[config.mk]
export PLATFORM = sky130hd
export DESIGN_NAME = source_text_lexer_flat
export DESIGN_NICKNAME = d
export VERILOG_FILES = /design/src/slx_pkg.sv /design/src/slx_if.sv /design/src/source_text_lexer.sv /design/src/slx_scan.sv /design/src/slx_outq.sv /design/src/flat_wrapper.sv
export SDC_FILE = /design/constraint.sdc
export NUM_CORES = 1
export LEC_CHECK = 0
export ABC_CLOCK_PERIOD_IN_PS = 9200
export BUFFER_PORTS_ARGS = -buffer_cell sky130_fd_sc_hd__buf_2
export CORE_MARGIN = 2
export CORE_UTILIZATION = 64
export CTS_CLUSTER_DIAMETER = 30
export CTS_CLUSTER_SIZE = 10
export DETAILED_ROUTE_END_ITERATION = 6
export PLACE_DENSITY = 0.82
export SKIP_CTS_REPAIR_TIMING = 1
export SYNTH_ARGS = -nofsm -noshare
export SYNTH_HDL_FRONTEND = slang
export SYNTH_SLANG_ARGS = --single-unit
[constraint.sdc]
create_clock -name i_clk -period 9.2 [get_ports i_clk]
set_clock_uncertainty 0.05 [all_clocks]
set_input_delay 1.84 -clock i_clk [delete_from_list [all_inputs] [get_ports i_clk]]
set_output_delay 1.84 -clock i_clk [all_outputs]
set_load 0.01 [all_outputs]
[src/slx_pkg.sv]
// Shared types, constants and character-class functions for the source text lexer.
// Used by every module of the lexer; depends on nothing else.
package slx_pkg;

    localparam int POS_BITS    = 32;
    localparam int OUT_BITS    = 32;
    localparam int KIND_BITS   = 5;
    localparam int KEEP_CHARS  = 6;
    localparam int LEAD_IDX_BITS = $clog2(KEEP_CHARS);
    localparam int QUEUE_DEPTH = 4;
    localparam int QPTR_BITS   = $clog2(QUEUE_DEPTH);
    localparam int QCNT_BITS   = $clog2(QUEUE_DEPTH + 1);

    typedef logic [POS_BITS-1:0]           t_pos;
    typedef logic [KIND_BITS-1:0]          t_kind;
    typedef logic [7:0]                    t_byte;
    typedef logic [KEEP_CHARS-1:0][7:0]    t_chars;

    localparam logic REQ_CHAR = 1'b0;
    localparam logic REQ_EOS  = 1'b1;

    localparam t_kind KIND_EOF       = 5'd0;
    localparam t_kind KIND_FLOAT     = 5'd1;
    localparam t_kind KIND_INTEGER   = 5'd2;
    localparam t_kind KIND_IDENT     = 5'd3;
    localparam t_kind KIND_STAR      = 5'd4;
    localparam t_kind KIND_COLON     = 5'd5;
    localparam t_kind KIND_EQUAL     = 5'd6;
    localparam t_kind KIND_LBRACE    = 5'd7;
    localparam t_kind KIND_LPAREN    = 5'd8;
    localparam t_kind KIND_MINUS     = 5'd9;
    localparam t_kind KIND_PLUS      = 5'd10;
    localparam t_kind KIND_RBRACE    = 5'd11;
    localparam t_kind KIND_RPAREN    = 5'd12;
    localparam t_kind KIND_SEMI      = 5'd13;
    localparam t_kind KIND_SLASH     = 5'd14;
    localparam t_kind KIND_KW_FN     = 5'd15;
    localparam t_kind KIND_KW_PUB    = 5'd16;
    localparam t_kind KIND_KW_RETURN = 5'd17;
    localparam t_kind KIND_KW_VAR    = 5'd18;
    localparam t_kind KIND_UNKNOWN   = 5'd19;

    localparam t_byte CH_DOT = ".";

    typedef struct packed {
        t_kind               token_kind;
        logic [OUT_BITS-1:0] start_pos;
        logic [OUT_BITS-1:0] token_length;
        logic                last_of_run;
    } t_result;

    typedef struct packed {
        logic [1:0] count;
        t_result    first;
        t_result    second;
    } t_push;

    function automatic logic is_alpha(input t_byte c);
        return (c >= "a" && c <= "z") || (c >= "A" && c <= "Z");
    endfunction

    function automatic logic is_digit(input t_byte c);
        return c >= "0" && c <= "9";
    endfunction

    function automatic logic is_space(input t_byte c);
        return c == " " || c == 8'h0D || c == 8'h0A;
    endfunction

    // Returns KIND_EOF when the byte is not an operator.
    function automatic t_kind op_kind(input t_byte c);
        t_kind k;
        unique case (c)
            "*":     k = KIND_STAR;
            ":":     k = KIND_COLON;
            "=":     k = KIND_EQUAL;
            "{":     k = KIND_LBRACE;
            "(":     k = KIND_LPAREN;
            "-":     k = KIND_MINUS;
            "+":     k = KIND_PLUS;
            "}":     k = KIND_RBRACE;
            ")":     k = KIND_RPAREN;
            ";":     k = KIND_SEMI;
            "/":     k = KIND_SLASH;
            default: k = KIND_EOF;
        endcase
        return k;
    endfunction

    function automatic t_kind keyword_kind(input t_chars lc, input t_pos len);
        t_kind k;
        if (len == t_pos'(2) && lc[0] == "f" && lc[1] == "n") begin
            k = KIND_KW_FN;
        end else if (len == t_pos'(3) && lc[0] == "p" && lc[1] == "u" && lc[2] == "b") begin
            k = KIND_KW_PUB;
        end else if (len == t_pos'(6) && lc[0] == "r" && lc[1] == "e" && lc[2] == "t"
                     && lc[3] == "u" && lc[4] == "r" && lc[5] == "n") begin
            k = KIND_KW_RETURN;
        end else if (len == t_pos'(3) && lc[0] == "v" && lc[1] == "a" && lc[2] == "r") begin
            k = KIND_KW_VAR;
        end else begin
            k = KIND_IDENT;
        end
        return k;
    endfunction

endpackage

[src/slx_if.sv]
// Handshake interfaces for the lexer: source bytes in, tokens out.
// Depends on slx_pkg for field widths.
interface slx_char_if;
    logic       valid;
    logic       ready;
    logic       req_type;
    logic [7:0] char_code;

    modport source (output valid, output req_type, output char_code, input ready);
    modport sink   (input valid, input req_type, input char_code, output ready);
endinterface

interface slx_token_if;
    logic                         valid;
    logic                         ready;
    logic [slx_pkg::KIND_BITS-1:0] token_kind;
    logic [slx_pkg::OUT_BITS-1:0]  start_pos;
    logic [slx_pkg::OUT_BITS-1:0]  token_length;
    logic                         last_of_run;

    modport source (output valid, output token_kind, output start_pos, output token_length,
                    output last_of_run, input ready);
    modport sink   (input valid, input token_kind, input start_pos, input token_length,
                    input last_of_run, output ready);
endinterface

[src/source_text_lexer.sv]
// Top level of the byte-serial source text lexer: scanner plus result queue.
// Depends on slx_pkg, slx_if, slx_scan and slx_outq.
//
//   Channel      Dir  Payload                                            Role
//   i_char_if    in   req_type, char_code                                one byte or end of source
//   o_token_if   out  token_kind, start_pos, token_length, last_of_run   one token
//
// An item is registered on acceptance and scanned from that register when the queue has
// room; its tokens are then registered in the queue. One item is accepted every cycle
// while the queue has room; the four-entry queue takes both tokens of an item at once.
// Input ready drops only while the queue holds more than two tokens.
// Reset is synchronous and active low and returns the scanner to the begin mode.
module source_text_lexer (
    input  logic         i_clk,
    input  logic         i_rst_n,
    slx_char_if.sink     i_char_if,
    slx_token_if.source  o_token_if
);

    slx_pkg::t_push   push;
    slx_pkg::t_result head;
    logic             room;

    slx_scan u_scan (
        .i_clk       (i_clk),
        .i_rst_n     (i_rst_n),
        .i_valid     (i_char_if.valid),
        .i_req_type  (i_char_if.req_type),
        .i_char_code (i_char_if.char_code),
        .i_room      (room),
        .o_ready     (i_char_if.ready),
        .o_push      (push)
    );

    slx_outq u_outq (
        .i_clk   (i_clk),
        .i_rst_n (i_rst_n),
        .i_push  (push),
        .i_ready (o_token_if.ready),
        .o_room  (room),
        .o_valid (o_token_if.valid),
        .o_data  (head)
    );

    assign o_token_if.token_kind   = head.token_kind;
    assign o_token_if.start_pos    = head.start_pos;
    assign o_token_if.token_length = head.token_length;
    assign o_token_if.last_of_run  = head.last_of_run;

endmodule

[src/slx_scan.sv]
// Input register and scanner state machine; turns each byte into zero, one or two tokens.
// Depends on slx_pkg.
module slx_scan (
    input  logic                i_clk,
    input  logic                i_rst_n,
    input  logic                i_valid,
    input  logic                i_req_type,
    input  logic [7:0]          i_char_code,
    input  logic                i_room,
    output logic                o_ready,
    output slx_pkg::t_push      o_push
);

    typedef enum logic [1:0] {
        MODE_BEGIN,
        MODE_IDENT,
        MODE_NUMBER,
        MODE_HALTED
    } t_mode;

    logic                 r_in_vld;
    logic                 r_req;
    slx_pkg::t_byte       r_chr;
    t_mode                r_mode,  n_mode;
    slx_pkg::t_pos        r_start, n_start;
    slx_pkg::t_pos        r_pos,   n_pos;
    slx_pkg::t_chars      r_lead,  n_lead;
    logic                 r_saw,   n_saw;

    logic                 advance;
    logic                 pending;
    logic                 known;
    slx_pkg::t_kind       op;
    slx_pkg::t_pos        pend_len;
    slx_pkg::t_result     pend_res;
    slx_pkg::t_result     here_res;
    slx_pkg::t_push       push;

    assign advance = r_in_vld && i_room;
    assign o_ready = !r_in_vld || i_room;

    always_comb begin
        n_mode   = r_mode;
        n_start  = r_start;
        n_pos    = r_pos;
        n_lead   = r_lead;
        n_saw    = r_saw;
        push     = '0;

        pending  = (r_mode == MODE_IDENT) || (r_mode == MODE_NUMBER);
        op       = slx_pkg::op_kind(r_chr);
        known    = slx_pkg::is_alpha(r_chr) || slx_pkg::is_digit(r_chr)
                   || slx_pkg::is_space(r_chr) || r_chr == slx_pkg::CH_DOT
                   || op != slx_pkg::KIND_EOF;
        pend_len = r_pos - r_start;

        pend_res.token_kind   = (r_mode == MODE_IDENT) ? slx_pkg::keyword_kind(r_lead, pend_len)
                                : (r_saw ? slx_pkg::KIND_FLOAT : slx_pkg::KIND_INTEGER);
        pend_res.start_pos    = slx_pkg::OUT_BITS'(r_start);
        pend_res.token_length = slx_pkg::OUT_BITS'(pend_len);
        pend_res.last_of_run  = 1'b0;

        here_res.token_kind   = op;
        here_res.start_pos    = slx_pkg::OUT_BITS'(r_pos);
        here_res.token_length = slx_pkg::OUT_BITS'(1);
        here_res.last_of_run  = 1'b1;

        if (r_mode != MODE_HALTED) begin
            if (r_req == slx_pkg::REQ_EOS) begin
                here_res.token_kind   = slx_pkg::KIND_EOF;
                here_res.token_length = '0;
                if (pending) begin
                    push.count  = 2'd2;
                    push.first  = pend_res;
                    push.second = here_res;
                end else begin
                    push.count  = 2'd1;
                    push.first  = here_res;
                end
                n_mode  = MODE_BEGIN;
                n_start = '0;
                n_pos   = '0;
                n_lead  = '0;
                n_saw   = 1'b0;
            end else if (!known) begin
                here_res.token_kind = slx_pkg::KIND_UNKNOWN;
                push.count = 2'd1;
                push.first = here_res;
                n_mode     = MODE_HALTED;
            end else if (r_mode == MODE_IDENT
                         && (slx_pkg::is_alpha(r_chr) || slx_pkg::is_digit(r_chr))) begin
                if (pend_len < slx_pkg::t_pos'(slx_pkg::KEEP_CHARS)) begin
                    n_lead[pend_len[slx_pkg::LEAD_IDX_BITS-1:0]] = r_chr;
                end
                n_pos = r_pos + slx_pkg::t_pos'(1);
            end else if (r_mode == MODE_NUMBER
                         && (slx_pkg::is_digit(r_chr) || r_chr == slx_pkg::CH_DOT)) begin
                if (r_chr == slx_pkg::CH_DOT) begin
                    n_saw = 1'b1;
                end
                n_pos = r_pos + slx_pkg::t_pos'(1);
            end else begin
                // The byte closes any pending token and is then scanned from the begin mode.
                n_mode = MODE_BEGIN;
                if (op != slx_pkg::KIND_EOF) begin
                    if (pending) begin
                        push.count  = 2'd2;
                        push.first  = pend_res;
                        push.second = here_res;
                    end else begin
                        push.count  = 2'd1;
                        push.first  = here_res;
                    end
                end else if (pending) begin
                    push.count             = 2'd1;
                    push.first             = pend_res;
                    push.first.last_of_run = 1'b1;
                end
                if (slx_pkg::is_alpha(r_chr)) begin
                    n_mode    = MODE_IDENT;
                    n_start   = r_pos;
                    n_lead    = '0;
                    n_lead[0] = r_chr;
                end else if (slx_pkg::is_digit(r_chr)) begin
                    n_mode  = MODE_NUMBER;
                    n_start = r_pos;
                    n_saw   = 1'b0;
                end
                n_pos = r_pos + slx_pkg::t_pos'(1);
            end
        end

        o_push = push;
        if (!advance) begin
            o_push.count = 2'd0;
        end
    end

    always_ff @(posedge i_clk) begin
        if (!i_rst_n) begin
            r_in_vld <= 1'b0;
            r_mode   <= MODE_BEGIN;
            r_start  <= '0;
            r_pos    <= '0;
            r_lead   <= '0;
            r_saw    <= 1'b0;
        end else begin
            if (o_ready) begin
                r_in_vld <= i_valid;
            end
            if (advance) begin
                r_mode  <= n_mode;
                r_start <= n_start;
                r_pos   <= n_pos;
                r_lead  <= n_lead;
                r_saw   <= n_saw;
            end
        end
    end

    always_ff @(posedge i_clk) begin
        if (o_ready && i_valid) begin
            r_req <= i_req_type;
            r_chr <= i_char_code;
        end
    end

endmodule

[src/slx_outq.sv]
// Small result queue that takes up to two tokens per cycle and delivers one per cycle while the output is ready.
// Depends on slx_pkg.
module slx_outq (
    input  logic                i_clk,
    input  logic                i_rst_n,
    input  slx_pkg::t_push      i_push,
    input  logic                i_ready,
    output logic                o_room,
    output logic                o_valid,
    output slx_pkg::t_result    o_data
);

    slx_pkg::t_result                  r_mem [slx_pkg::QUEUE_DEPTH];
    logic [slx_pkg::QPTR_BITS-1:0]     r_wr_ptr;
    logic [slx_pkg::QPTR_BITS-1:0]     r_rd_ptr;
    logic [slx_pkg::QCNT_BITS-1:0]     r_count;
    logic [slx_pkg::QPTR_BITS-1:0]     wr_next;
    logic                              pop;

    assign o_valid = r_count != '0;
    assign pop     = o_valid && i_ready;
    assign o_room  = r_count <= slx_pkg::QCNT_BITS'(slx_pkg::QUEUE_DEPTH - 2);
    assign o_data  = r_mem[r_rd_ptr];
    assign wr_next = r_wr_ptr + slx_pkg::QPTR_BITS'(1);

    always_ff @(posedge i_clk) begin
        if (!i_rst_n) begin
            r_wr_ptr <= '0;
            r_rd_ptr <= '0;
            r_count  <= '0;
        end else begin
            r_wr_ptr <= r_wr_ptr + slx_pkg::QPTR_BITS'(i_push.count);
            r_rd_ptr <= r_rd_ptr + slx_pkg::QPTR_BITS'(pop);
            r_count  <= r_count + slx_pkg::QCNT_BITS'(i_push.count)
                        - slx_pkg::QCNT_BITS'(pop);
        end
    end

    always_ff @(posedge i_clk) begin
        if (i_push.count != 2'd0) begin
            r_mem[r_wr_ptr] <= i_push.first;
        end
        if (i_push.count == 2'd2) begin
            r_mem[wr_next] <= i_push.second;
        end
    end

endmodule

[src/flat_wrapper.sv]
// flat-port wrapper written by rule: the top's interface ports become plain ports
module source_text_lexer_flat 
  (i_clk, i_rst_n, i_char_if_valid, i_char_if_req_type, i_char_if_char_code, i_char_if_ready, o_token_if_valid, o_token_if_token_kind, o_token_if_start_pos, o_token_if_token_length, o_token_if_last_of_run, o_token_if_ready);
  slx_char_if i_char_if_i ();
  slx_token_if o_token_if_i ();
  input  logic i_clk;
  input  logic i_rst_n;
  input wire logic [$bits(i_char_if_i.valid)-1:0] i_char_if_valid;
  input wire logic [$bits(i_char_if_i.req_type)-1:0] i_char_if_req_type;
  input wire logic [$bits(i_char_if_i.char_code)-1:0] i_char_if_char_code;
  output wire logic [$bits(i_char_if_i.ready)-1:0] i_char_if_ready;
  output wire logic [$bits(o_token_if_i.valid)-1:0] o_token_if_valid;
  output wire logic [$bits(o_token_if_i.token_kind)-1:0] o_token_if_token_kind;
  output wire logic [$bits(o_token_if_i.start_pos)-1:0] o_token_if_start_pos;
  output wire logic [$bits(o_token_if_i.token_length)-1:0] o_token_if_token_length;
  output wire logic [$bits(o_token_if_i.last_of_run)-1:0] o_token_if_last_of_run;
  input wire logic [$bits(o_token_if_i.ready)-1:0] o_token_if_ready;
  assign i_char_if_i.valid = i_char_if_valid;
  assign i_char_if_i.req_type = i_char_if_req_type;
  assign i_char_if_i.char_code = i_char_if_char_code;
  assign i_char_if_ready = i_char_if_i.ready;
  assign o_token_if_valid = o_token_if_i.valid;
  assign o_token_if_token_kind = o_token_if_i.token_kind;
  assign o_token_if_start_pos = o_token_if_i.start_pos;
  assign o_token_if_token_length = o_token_if_i.token_length;
  assign o_token_if_last_of_run = o_token_if_i.last_of_run;
  assign o_token_if_i.ready = o_token_if_ready;
  source_text_lexer u_core (.i_clk(i_clk), .i_rst_n(i_rst_n), .i_char_if(i_char_if_i), .o_token_if(o_token_if_i));
endmodule
* Word level (Yosys, flattened, before mapping)
Memories as Yosys holds them, arrays and structs flattened. A register that Yosys moved wholly into a read port is not among the register bits. Cells that the tools add are included.
Storage, ports and cells: bits of input ports 13, memory bits (writable) 280, logic and storage cells 180, bits in registers 132, memories 1, output and inout port bits 72
Cells by class: multiplexer cells 56, magnitude comparators 10, equality and inequality tests 44, reduce and logical (&&, ||, !) cells 46, add/subtract/negate cells 7
Memories:
- u_core.u_outq.r_mem | words 4, width 70, read ports 1, clocked after memory_dff 1, write ports 2, line slx_outq.sv:13 | slx_pkg::t_result r_mem [slx_pkg::QUEUE_DEPTH];
Operators with widths (number):
- 142-bit two-way mux | 4
- 48-bit two-way mux | 6
- 72-bit two-way mux | 4
- 32-bit two-way mux | 8
- 70-bit two-way mux | 3
- 8-bit by 7-bit == test with 1-bit output (second input constant) | 16
- 8-bit by 6-bit == test with 1-bit output (second input constant) | 11
- 71-bit two-way mux | 1
- 65-bit two-way mux | 1
- 32-bit by 2-bit == test with 1-bit output (second input constant) | 2
- 48-bit bitwise mux | 1
- 4-bit one-hot mux with 11 select lines | 1
- 32-bit by 1-bit adder with 32-bit output (second input constant) | 1
- 32-bit by 3-bit == test with 1-bit output (second input constant) | 1
- 32-bit by 3-bit less-than comparator with 1-bit output (second input constant) | 1
- 32-bit subtractor | 1
- 5-bit two-way mux | 5
- 8-bit demux with 3-bit select | 1
- 1-bit logical AND | 23
- 2-bit two-way mux | 9
- 8-bit by 4-bit == test with 1-bit output (second input constant) | 2
- 8-bit by 7-bit >= comparator with 1-bit output (second input constant) | 2
- 8-bit by 7-bit <= comparator with 1-bit output (second input constant) | 2
- 3-bit inequality test (second input constant) | 5
- 25 further kinds | 52

* Longest topological paths before layout
word-level depth 23, mapped depth 17

* Modules after synthesis
Synthesis repeated with hierarchy kept, for this count alone.
Second synthesis, totals: cell total of the unflattened synthesis 2120, area total of the unflattened synthesis 23956.7 µm²
By module, submodules not included:
- slx_outq | times used 1, area an instance 13895.8 µm², cells an instance 723
- slx_scan | times used 1, area an instance 10060.9 µm², cells an instance 1397

* Least setup slack after synthesis
Ideal clock, no wire load.
kind register to register, start point register u_core.u_scan.r_pos[0], end point register u_core.u_scan.r_lead[16] (netlist name), period minus slack after synthesis 4.551 ns, arrival 4.385 ns, required time 9.033 ns, path buffers 1, slack 4.649 ns, cell stages (with the launch flop) 16, cells stage by stage dfxtp_1 clkbuf_1 inv_1 ha_1 fa_1 nand2b_1 a211oi_2 o211a_2 o21ai_0 a222oi_1 nand3_1 or4b_4 nor4b_4 a21oi_2 a22o_4 a22o_1
Between the ends: cells in the longest elaborated chain, start to end 10, elaborated cells on any way between the ends 14, classes of those cells add/sub (1); order compare (3); eq/ne (1); mux (7); reduce/logical (2)
RTL lines:
- start, declared | line slx_scan.sv:26 | slx_pkg::t_pos r_pos, n_pos;
- start signal, assigned | line slx_scan.sv:154 | r_pos <= n_pos;
- 32-bit subtractor (*) | line slx_scan.sv:55 | pend_len = r_pos - r_start;
- 3-bit by 4-bit less-than comparator with 1-bit output (not written as such) / 3-bit by 1-bit >= comparator with 1-bit output (equally long branches) | line slx_scan.sv:93 | n_lead[pend_len[slx_pkg::LEAD_IDX_BITS-1:0]] = r_chr;
- 1-bit logical AND (not written as such) | line slx_scan.sv:93
- 8-bit two-way mux (not written as such) | line slx_scan.sv:93
- 8-bit demux with 3-bit select | line slx_scan.sv:93
- 48-bit bitwise mux | line slx_scan.sv:93
- 48-bit two-way mux | line slx_scan.sv:92 | if (pend_len < slx_pkg::t_pos'(slx_pkg::KEEP_CHARS)) begin
- 48-bit two-way mux | line slx_scan.sv:90 | end else if (r_mode == MODE_IDENT
- 48-bit two-way mux | line slx_scan.sv:85 | end else if (!known) begin
- 48-bit two-way mux | line slx_scan.sv:69 | if (r_req == slx_pkg::REQ_EOS) begin
- end signal, assigned | line slx_scan.sv:155 | r_lead <= n_lead;
- end, declared | line slx_scan.sv:27 | slx_pkg::t_chars r_lead, n_lead;
Every way passes the cells marked *; elsewhere a longest branch is shown, timed or not. The select of a mux whose other input is x is not followed. A chain may end at the register's enable or synchronous reset.

==> flow_metrics.env <==
export IMPL_power_density_mw_per_mm2=238
export IMPL_synth_seq_area_share=0.461
export IMPL_grt_start_max_net_pins=95
export IMPL_rsz0062_at_grt="false"
export IMPL_initial_core_util=0.654
export IMPL_dr_total_vias=18300
export IMPL_wire_per_inst_um=25.4
export IMPL_io_buffers=84
export IMPL_finalHoldViolCount=0
export IMPL_pin_count=85
export IMPL_synth_area_mm2=0.0214
export IMPL_fin_crit_ps=5420
export IMPL_core_area_mm2=0.0327
export IMPL_syn_to_final_growth_pct=16.1
export IMPL_crit_fanout=35
export IMPL_avgViaCountPerCell=7.20
export IMPL_maxCapViolCount=1
export IMPL_p_total_w=0.00592
export IMPL_start_kind="register"
export IMPL_htreeDepth=3
export IMPL_drt_iter0_drc=2419
export IMPL_slew_viol_final=0
export IMPL_yosys_register_bits=412
export IMPL_cp_end_kind="register"
export IMPL_grt_usage=0.368
export IMPL_ant_nets=0
export IMPL_maxSlewHeadroom=0.00306
export IMPL_violations="capacitance limit"
export IMPL_place_hpwl_um=38400
export IMPL_cts_buffers_inserted=80
export IMPL_clk_path_buf_depth=3
export IMPL_min_path_type="register to register"
export IMPL_p_leak_nw=9.08
export IMPL_post_route_period_util=0.589
export IMPL_cts_tree="built"
export IMPL_cts_sinks=412
export IMPL_synth_flop_cell="dfxtp_1"
export IMPL_rr_worst_depth=14
export IMPL_setup_tns_ps=0
export IMPL_avgSynthCellArea_um2=10.5
export IMPL_clockRootBuffer="clkbuf_16"
export IMPL_globalplace_congestion=0.959
export IMPL_yosys_warnings=0
export IMPL_fp_dieW_um=187
export IMPL_nNetsFinal=2094
export IMPL_grt_pass1_vias=18200
export IMPL_row_count=66
export IMPL_vdd_ir_drop_worst_mv=0.171
export IMPL_cp_data_arrival_time_ps=5600
export IMPL_status="finished with violations"
export IMPL_hold_depth=2
export IMPL_syn_nets=2097
export IMPL_dr_pass1_iters=6
export IMPL_tightest_slew_ps=1460
export IMPL_num_fill_cells=2137
export IMPL_grt_pass1_wl_um=102000
export IMPL_clkLatencyLatePin_ps=620
export IMPL_totalWireLength_um=64700
export IMPL_antenna_found_initial=0
export IMPL_drive_above_1_share=0.185
export IMPL_drc=0
export IMPL_n_antenna_cell=0
export IMPL_ys_async_sr_fraction=0
export IMPL_cp_required_ps=9380
export IMPL_clkTransAtPathRegs_ps=50
export IMPL_fmax_mhz=184
export IMPL_critical_path_class="register to register"
export IMPL_grt_overflow=0
export IMPL_synth_edf_count=161
export IMPL_die_y_um=187
export IMPL_finalSetupViolCount=0
export IMPL_ys_types=87
export IMPL_postSynthCellCount=2040
export IMPL_die_area_mm2=0.0349
kinds of logic after synthesis:
group           synth area share
simple gates               0.136
fa+ha+maj                 0.0264
mux                       0.0737
xor+xnor                  0.0229
flops                      0.461
compound gates             0.233
buf+inv                   0.0477
state kept, by name, indices dropped and copies added (netlist names):
| name | cells |
|---|---|
| u_core.u_scan.r_chr | 8 |
| u_core.u_scan.r_req | 1 |
| u_core.u_scan.r_start | 32 |
| u_core.u_scan.r_pos | 32 |
| u_core.u_scan.r_saw | 1 |
| u_core.u_outq.r_count | 3 |
| u_core.u_scan.r_mode | 2 |
| u_core.u_outq.r_rd_ptr | 2 |
| u_core.u_scan.r_lead | 48 |
| u_core.u_scan.r_in_vld | 1 |
| u_core.u_outq.r_mem | 280 |
| u_core.u_outq.r_wr_ptr | 2 |
path summary, 6_finish.rpt:
kind,startpoint,to,slack [ps]
worst max-delay path,u_core.u_scan.r_chr[4]$_DFFE_PP_,u_core.u_outq.r_mem[0][64]$_DFFE_PP_,3780
worst min-delay path,u_core.u_outq.r_mem[2][3]$_SDFFE_PP0P_,u_core.u_outq.r_mem[2][3]$_SDFFE_PP0P_,400
worst max register to register,u_core.u_scan.r_chr[4]$_DFFE_PP_,u_core.u_outq.r_mem[0][64]$_DFFE_PP_,3780
worst min register to register,u_core.u_outq.r_mem[2][3]$_SDFFE_PP0P_,u_core.u_outq.r_mem[2][3]$_SDFFE_PP0P_,400
cell type report:
type                    instances  area, um^2  area share
multi-input cells            1364       10600       0.427
repair buffers                122         711      0.0286
inverters                      57         214     0.00862
flip-flops and latches        412        9870       0.397
well taps                     442         553      0.0223
clock inverters                52         661      0.0266
clock buffers                  97        2220      0.0895
routing by layer:
metal / share of wire / track usage / wire [um] / up-vias
met1: 0.38 / 0.483 / 24400 / 8953
met5: 0 / 0 / 0 / -
met4: 0.042 / 0.183 / 2730 / 0
li1: - / - / - / 7910
met2: 0.47 / 0.581 / 30700 / 1251
met3: 0.11 / 0.0790 / 6830 / 224
cells in the final DEF, fill, tap and decap left out, types with 16 or more instances in the layout:
master / n
dfxtp_1: 249
nor2_1: 166
edfxtp_1: 161
nand2_1: 143
a32o_1: 129
o2bb2ai_1: 94
clkbuf_16: 85
buf_2: 84
a21oi_1: 78
mux4_2: 70
nand3_1: 69
inv_1: 57
o21ai_0: 56
a22o_1: 50
ha_1: 42
xor2_1: 39
a21boi_0: 38
buf_4: 37
a221oi_1: 34
a2111oi_0: 31
nand4_1: 29
and2_1: 24
nor3_1: 17
xnor2_1: 17
a21o_1: 16
Yosys cell counts (all sizes together), types with 9 or more instances:
master,count,area [um^2]
a221oi,35,313
xor2,39,342
nor4,11,83.8
inv,57,214
edfxtp,161,4830
a21oi,80,408
a21o,16,120
o2bb2ai,97,868
or3,14,87.6
dfxtp,251,5020
clkbuf,179,672
a22o,52,473
mux4,70,1580
buf,28,135
nor3,22,138
xnor2,17,149
and2,26,165
a211oi,10,80.1
nand3,69,345
a32o,129,1290
o21bai,9,67.6
nor2,180,681
and3,12,75.1
a21boi,38,285
a2111oi,32,280
o21ai,59,295
ha,42,526
nand4,30,203
nand2b,15,93.8
nand2,144,541
metrics by stage:
| stage | util | setup WS [ps] | cells | instance area, um^2 | hold slack (ps) |
|---|---|---|---|---|---|
| 6_report | 0.759 | 3780 | 2546 | 24800 | 405 |
| 5_1_grt | 0.759 | 3420 | 2546 | 24800 | 423 |
| 4_1_cts | 0.759 | 3830 | 2545 | 24800 | 404 |
| 3_5_place_dp | 0.671 | 3870 | 2396 | 21900 | 393 |
| 3_3_place_gp | 0.671 | 4040 | 2396 | 21900 | 386 |
| 2_1_floorplan | - | 4650 | 2040 | 21400 | 371 |
critical path, cell delays in order (launching register included):
cell,delay (ps)
edfxtp_1,660
nor4b_2,480
o21ai_0,200
a211oi_1,310
o21bai_1,340
o21ai_2,110
buf_4,270
o31ai_1,390
nand3_1,400
nor2_2,200
buf_4,490
nor2_2,50
buf_4,280
inv_1,200
buf_4,560
power by group:
part | internal (W) | switching (W) | leakage (nW)
Combinational | 0.000305 | 0.000505 | 4.06
Clock | 0.00205 | 0.00104 | 1.39
Sequential | 0.00196 | 0.0000661 | 3.63
No activity file was read; power rests on OpenSTA's default activity.
